<file path="src/rtl/core/srlp_pkg.sv">
// ----------------------------------------------------------------------------
// srlp_pkg: shared types and constants for the sensor record line parser
// Holds the request and result payload structs and the character codes
// that the parser recognizes.
// ----------------------------------------------------------------------------
package srlp_pkg;

  localparam int unsigned OUT_BITS = 16;

  localparam logic [7:0] CH_NUL  = 8'h00;
  localparam logic [7:0] CH_NL   = 8'h0A;
  localparam logic [7:0] CH_0    = 8'h30;
  localparam logic [7:0] CH_9    = 8'h39;
  localparam logic [7:0] CH_SEMI = 8'h3B;

  typedef struct packed {
    logic [7:0] data_byte;
    logic       end_of_data;
  } srlp_in_t;

  typedef struct packed {
    logic [OUT_BITS-1:0] year;
    logic [OUT_BITS-1:0] month;
    logic [OUT_BITS-1:0] day;
    logic [OUT_BITS-1:0] hour;
    logic [OUT_BITS-1:0] minute;
    logic [OUT_BITS-1:0] temperature;
    logic                more_data;
  } srlp_out_t;

endpackage

</file>
<file path="src/rtl/core/srlp_field_update.sv">
// ----------------------------------------------------------------------------
// srlp_field_update: saturating decimal accumulate
// Computes acc * 10 + digit and clamps the result at the all-ones value.
// ----------------------------------------------------------------------------
module srlp_field_update #(
  parameter int unsigned FIELD_BITS = 16
) (
  input  logic [FIELD_BITS-1:0] acc_in,
  input  logic [3:0]            digit,
  output logic [FIELD_BITS-1:0] acc_out
);

  localparam int unsigned WIDE_BITS = FIELD_BITS + 4;

  logic [WIDE_BITS-1:0] acc_wide;
  logic [WIDE_BITS-1:0] sum;

  // Times ten is a shift by three plus a shift by one.
  assign acc_wide = WIDE_BITS'(acc_in);
  assign sum      = (acc_wide << 3) + (acc_wide << 1) + WIDE_BITS'(digit);

  assign acc_out = (sum[WIDE_BITS-1:FIELD_BITS] != '0) ? '1 : sum[FIELD_BITS-1:0];

endmodule

</file>
<file path="src/rtl/core/sensor_record_line_parser_unit.sv">
// ----------------------------------------------------------------------------
// sensor_record_line_parser_unit: byte-stream parser for sensor records
// The in_ channel carries one text byte per request (or an end-of-data flag).
// Semicolon-separated decimal fields are accumulated with saturation; a
// newline or zero byte emits the record with more_data set, while end of data
// or any byte of 0x80 and above emits it with more_data clear. Each emit
// clears all accumulators and the field index.
// Throughput is one byte per clock while in_ready is high. A request is
// first captured in an input register; when it moves on, the accumulators
// are updated and, for a terminator, the result register is loaded and
// out_valid rises, and the record can then be taken on out_. Bytes that
// produce no result keep flowing while an earlier result waits on
// out_ready; only a terminator held in the input register waits for the
// result register to free up, and then in_ready drops. Reset (rst_n low,
// synchronous) empties both registers, zeroes all accumulators and returns
// the field index to the first field.
// ----------------------------------------------------------------------------
module sensor_record_line_parser_unit #(
  parameter int unsigned NUM_FIELDS = 6,
  parameter int unsigned FIELD_BITS = 16
) (
  input  logic                clk,
  input  logic                rst_n,
  input  logic                in_valid,
  output logic                in_ready,
  input  srlp_pkg::srlp_in_t  in_data,
  output logic                out_valid,
  input  logic                out_ready,
  output srlp_pkg::srlp_out_t out_data
);

  import srlp_pkg::*;

  // The index counts one past the last field, where it parks on extra
  // semicolons.
  localparam int unsigned IDX_W      = $clog2(NUM_FIELDS + 1);
  localparam int unsigned OUT_FIELDS = 6;

  // Input register.
  logic     in_vld_r;
  srlp_in_t in_data_r;

  // Parser state.
  logic [IDX_W-1:0]      idx_r;
  logic [IDX_W-1:0]      idx_nxt;
  logic [FIELD_BITS-1:0] acc_r   [NUM_FIELDS];
  logic [FIELD_BITS-1:0] acc_nxt [NUM_FIELDS];

  // Result register.
  logic      out_vld_r;
  srlp_out_t out_data_r;
  srlp_out_t out_data_nxt;

  // Decode of the byte sitting in the input register.
  logic                  is_end;
  logic                  is_line;
  logic                  is_digit;
  logic                  is_semi;
  logic                  emits;
  logic                  in_field;
  logic [7:0]            digit_wide;
  logic [FIELD_BITS-1:0] acc_sel;
  logic [FIELD_BITS-1:0] acc_upd;
  logic                  stall;
  logic                  fire;

  assign is_end     = in_data_r.end_of_data || in_data_r.data_byte[7];
  assign is_line    = (in_data_r.data_byte == CH_NL) || (in_data_r.data_byte == CH_NUL);
  assign is_digit   = in_data_r.data_byte inside {[CH_0:CH_9]};
  assign is_semi    = in_data_r.data_byte == CH_SEMI;
  assign emits      = is_end || is_line;
  assign in_field   = idx_r < IDX_W'(NUM_FIELDS);
  assign digit_wide = in_data_r.data_byte - CH_0;

  // A terminator can only move on when the result register is free or
  // being drained this cycle; every other byte moves on at once.
  assign stall    = in_vld_r && emits && out_vld_r && !out_ready;
  assign fire     = in_vld_r && !stall;
  assign in_ready = !in_vld_r || !stall;

  // Pick the accumulator of the current field for the shared update unit.
  always_comb begin
    acc_sel = '0;
    for (int i = 0; i < NUM_FIELDS; i++) begin
      if (idx_r == IDX_W'(i)) begin
        acc_sel = acc_r[i];
      end
    end
  end

  srlp_field_update #(
    .FIELD_BITS (FIELD_BITS)
  ) u_update (
    .acc_in  (acc_sel),
    .digit   (digit_wide[3:0]),
    .acc_out (acc_upd)
  );

  // Next state of the index and accumulators. A terminator clears the
  // record after it has been copied into the result.
  always_comb begin
    idx_nxt = idx_r;
    for (int i = 0; i < NUM_FIELDS; i++) begin
      acc_nxt[i] = acc_r[i];
    end
    if (fire) begin
      if (emits) begin
        idx_nxt = '0;
        for (int i = 0; i < NUM_FIELDS; i++) begin
          acc_nxt[i] = '0;
        end
      end else if (is_digit && in_field) begin
        for (int i = 0; i < NUM_FIELDS; i++) begin
          if (idx_r == IDX_W'(i)) begin
            acc_nxt[i] = acc_upd;
          end
        end
      end else if (is_semi && in_field) begin
        idx_nxt = idx_r + IDX_W'(1);
      end
    end
  end

  // Result payload: the low output bits of each configured field, zero for
  // fields that the record does not have.
  always_comb begin
    logic [OUT_BITS-1:0] vals [OUT_FIELDS];
    for (int j = 0; j < OUT_FIELDS; j++) begin
      vals[j] = '0;
    end
    for (int j = 0; j < OUT_FIELDS; j++) begin
      if (j < NUM_FIELDS) begin
        vals[j] = OUT_BITS'(acc_r[j]);
      end
    end
    out_data_nxt.year        = vals[0];
    out_data_nxt.month       = vals[1];
    out_data_nxt.day         = vals[2];
    out_data_nxt.hour        = vals[3];
    out_data_nxt.minute      = vals[4];
    out_data_nxt.temperature = vals[5];
    out_data_nxt.more_data   = !is_end;
  end

  always_ff @(posedge clk) begin
    if (!rst_n) begin
      in_vld_r  <= 1'b0;
      out_vld_r <= 1'b0;
      idx_r     <= '0;
      for (int i = 0; i < NUM_FIELDS; i++) begin
        acc_r[i] <= '0;
      end
    end else begin
      if (in_ready) begin
        in_vld_r <= in_valid;
      end
      idx_r <= idx_nxt;
      for (int i = 0; i < NUM_FIELDS; i++) begin
        acc_r[i] <= acc_nxt[i];
      end
      if (fire && emits) begin
        out_vld_r <= 1'b1;
      end else if (out_ready) begin
        out_vld_r <= 1'b0;
      end
    end
  end

  always_ff @(posedge clk) begin
    if (in_ready && in_valid) begin
      in_data_r <= in_data;
    end
    if (fire && emits) begin
      out_data_r <= out_data_nxt;
    end
  end

  assign out_valid = out_vld_r;
  assign out_data  = out_data_r;

endmodule

</file>
<file path="config.mk">
export PLATFORM = sky130hd
export DESIGN_NAME = sensor_record_line_parser_unit
export DESIGN_NICKNAME = d
export VERILOG_FILES = /design/src/rtl/core/srlp_pkg.sv /design/src/rtl/core/srlp_field_update.sv /design/src/rtl/core/sensor_record_line_parser_unit.sv
export SDC_FILE = /design/constraint.sdc
export NUM_CORES = 1
export LEC_CHECK = 0
export BUFFER_PORTS_ARGS = -buffer_cell sky130_fd_sc_hd__buf_2
export CAP_MARGIN = 40
export CORE_AREA = 2 2 161 163
export CTS_BUF_LIST = sky130_fd_sc_hd__clkbuf_8
export DETAILED_ROUTE_END_ITERATION = 8
export DIE_AREA = 0 0 163 165
export SETUP_SLACK_MARGIN = 0.1
export SYNTH_ARGS = -nofsm -noshare
export SYNTH_HDL_FRONTEND = slang
export SYNTH_SLANG_ARGS = --single-unit
</file>
<file path="constraint.sdc">
create_clock -name clk -period 5.8 [get_ports clk]
set_input_delay 0.29 -clock clk [delete_from_list [all_inputs] [get_ports clk]]
set_output_delay 0.29 -clock clk [all_outputs]
set_load 0.02 [all_outputs]
</file>
==> summary.md <==
| Metric | Value |
|---|---|
| Hold Crit Start | `in_valid` |
| Largest stage delay on the critical path | `approximately 0.51 ns` |
| Leading post-synthesis cells by cell area | `edfxtp_1, dfxtp_1, ha_1` |
| Global Route met2 Usage | `0.276` |
| Largest net degree at the start of global routing | `55` |
| Total Power Consumption | `between 3 and 4 mW` |
| Post-synthesis async set-or-reset flop share | `0` |
| Remaining DRCs | `0` |
| Count of antenna-violating nets left after detailed routing | `0` |
| Average instance area after synthesis | `~11 um2` |
| R2R Path Start | `idx_r[1]` |
| Fraction of the cycle the final worst path needs | `0.903` |
| Growth of design area from synthesis to finish | `22.4%` |
| Synth Warn # | `0` |
| Total global routing overflow | `0` |
| RSZ-0062 raised after global routing | `no` |
| Final GP Congestion | `between 0.8 and 0.9` |
| FILL cells | `roughly 2400` |
| Category of cells accounting for the largest share of critical-path delay | `compound AO/OA/AOI/OAI gates` |
| Register area share after synthesis | `0.601` |
| Crit path arrival time | `~5.6 ns` |
| Average vias per placed instance | `5.14` |
| TritonCTS buffer count | `35` |
| Worst-Skew Late Latency | `between 0.5 and 0.6 ns` |
| Post-layout utilization of the core | `0.424` |
| Fmax achieved | `~0.19 GHz` |
| First-pass GRT wire length | `35200 um` |
| Placeable Area | `approximately 0.025 mm2` |
| Global router's overall resource usage | `0.171` |
| X dimension of the die | `roughly 160 um` |
| Worst vdd rail ir drop | `approximately 0.16 mV` |
| Cell Rows | `58` |
| Worst hold slack | `between 0.03 and 0.04 ns` |
| Measured slew at the worst slew-check pin | `0.738 ns` |
| Die Outline Area | `0.0269 mm2` |
| CP Capture Type | `flip-flop` |
| Maximum Capacitance Violations | `0` |
| Vertical die dimension | `165 um` |
| DRT iter0 DRCs | `approximately 480` |
| Number of buffers inserted by hold repair at cts | `9` |
| CTS sink count | `between 200 and 250` |
| Crit path buf inv count | `4` |
| Initial Utilization | `0.346` |
| Top_reg_cell synth | `edfxtp_1` |
| Setup CP Type | `reg2reg` |
| Via count of the first global-routing pass | `approximately 6400` |
| Post-cts sizing count | `0` |
| Root Buffer | `clkbuf_8` |
| Met3 demand-to-capacity share in global routing | `0.0409` |
| Max Root-Sink Buffers | `3` |
| Clock transition at the registers of the reported paths | `approximately 0.06 ns` |
| Run status | `completed` |
| Number of flip-flops and latches in the synthesized netlist | `around 210` |
| Number of antenna repair diodes | `0` |
| Smallest setup slack after layout | `0.565 ns` |
| Setup slack of the worst register-to-register path | `approximately 0.57 ns` |
| Critical path cell sequence | `inv_1, ha_1, inv_1, nor2_1, buf_4, a22oi_1, a211oi_1, a21oi_1, a211o_1, and2_1, fa_1, fa_1, nand2b_1, a21oi_1, o221a_2, mux2i_1, and2_1, buf_12, nor4_2, o21ai_0` |
| Startpoint type of the worst setup path | `flip-flop` |
| Hold Path Sink | `in_vld_r` |
| Per-cell routed wire length | `about 18 um` |
| Slew Limit Fails | `0` |
| Final worst clock skew | `around 0.024 ns` |
| Number of cells on the worst reg-to-reg path | `20` |
| Count of vias placed by the detailed router | `about 6500` |
| P_leak | `roughly 4.2 nW` |
| I/O pin total | `around 110` |
| Number of nets in the finished design | `967` |
| Required time of the critical path | `about 6.2 ns` |
| Count of TritonRoute iterations in the first routing pass | `6` |
| Layout cell share with drive strength beyond 1 | `0.229` |
| P per Cell Area | `~280 mW/mm2` |
| Gate count of the mapped netlist | `roughly 760` |
| End of the worst register-to-register path | `acc_r[4][4]` |
| Final critical delay including setup and external delays | `around 5.2 ns` |
| Endpoints failing hold | `0` |
| Setup fix buffers added after clock tree synthesis | `0` |
| IO buf count | `about 110` |
| Post-synth top area share | `0.367` |
| Synthesized area | `just under 0.009 mm2` |
| Min-Delay Path Class | `in2reg` |
| Post-synthesis cell type with the largest combined area | `edfxtp_1` |
| Summed negative setup slack over all endpoints | `0 ns` |
| Most used routing layer in global routing | `met2` |
| H-tree depth reported by CTS | `2` |
| Mapped Nets | `slightly above 800` |
| Final HPWL from detailed placement | `between 15000 and 20000 um` |
| Post-synth EDFFs | `106` |
| Finish-stage setup viols | `0` |
| Worst slew margin relative to its limit | `0.508` |
| Number of antenna violations at the first check in global routing | `0` |
| Clock tree from TritonCTS | `built` |
| Worst Path Max Fanout | `18` |
| Setup slack after placement | `0.651 ns` |
| Critical-path cell with the highest stage delay | `nor4_2` |
| Number of stages on the worst hold path | `3` |
| Unique masters post-synth | `between 50 and 60` |
| Met1 global-route usage | `0.229` |
| Total Wirelength | `22700 um` |
## layout by cell type, fill, tap and decap left out, types with 18 or more instances in the layout
cell / Yosys / layout
buf_4: 2 / 31
a21oi_1: 25 / 25
inv_1: 13 / 30
clkbuf_8: 0 / 41
o21ai_1: 18 / 18
ha_1: 36 / 36
o21ai_0: 69 / 69
buf_2: 4 / 111
nor2_1: 53 / 51
a22o_1: 18 / 18
dfxtp_1: 101 / 101
edfxtp_1: 106 / 106
nand2_1: 117 / 117
## area by class of cell
type / count / area, um2 / area share
flip-flops and latches: 207 / 5200 / 0.491
multi-input cells: 503 / 3270 / 0.308
repair buffers: 156 / 961 / 0.0906
clock buffers: 41 / 564 / 0.0532
well taps: 330 / 413 / 0.0389
clock inverters: 23 / 150 / 0.0142
inverters: 13 / 48.8 / 0.00460
## worst max-delay path by stage
stage	start	endpoint	cells past startpoint
after floorplan	idx_r[0]	acc_r[1][12]	21
after global placement	idx_r[1]	acc_r[1][4]	21
after detailed placement	idx_r[1]	acc_r[2][4]	21
after CTS	idx_r[1]	acc_r[4][4]	21
after global routing	idx_r[1]	acc_r[5][4]	21
final	idx_r[1]	acc_r[4][4]	20
## stage by stage
step	cells	instance area, um2
final	1273	10600
after global routing	1273	10600
after CTS	1273	10600
after detailed placement	1200	9800
after global placement	1197	9770
after floorplan	759	8670
## report_power, final
part	internal, mW	leakage [nW]	switching, mW
Combinational	0.0368	1.99	0.0876
Sequential	1.56	1.83	0.0116
Clock	0.735	0.426	0.578
## cells by family after synthesis
group | after synthesis | synth area share
and+or+nand+nor | 231 | 0.135
adders and majority gates | 38 | 0.0566
xor gates and xnor gates | 12 | 0.0130
buffers and inverters | 49 | 0.0248
AOI/OAI and AO/OA | 221 | 0.169
muxes | 1 | 0.00116
DFF | 207 | 0.601
## flip-flops by register name, indices dropped and copies added (netlist names)
name       count
out_data      97
acc_r         96
in_data_r      9
idx_r          3
in_vld_r       1
out_valid      1
## per-layer routing
| metal | wire [um] | part of all wire |
|---|---|---|
| met1 | 10200 | 0.45 |
| met2 | 10700 | 0.47 |
| met3 | 1440 | 0.064 |
| met4 | 408 | 0.018 |
| met5 | 0 | 0 |
## cell usage after synthesis, drive strengths merged (14+ instances only)
| master | n |
|---|---|
| a21oi | 25 |
| ha | 36 |
| a221oi | 14 |
| a211oi | 15 |
| nor4 | 15 |
| edfxtp | 106 |
| o31ai | 14 |
| o21ai | 87 |
| nand2 | 117 |
| dfxtp | 101 |
| a22oi | 15 |
| clkbuf | 27 |
| nor2 | 53 |
| a22o | 18 |
## tightest hold or removal path, cell delays in order
cell and delay, ns:
buf_2 0.07, inv_1 0.04, a21oi_1 0.10
Power figures use the tool's default switching activity.
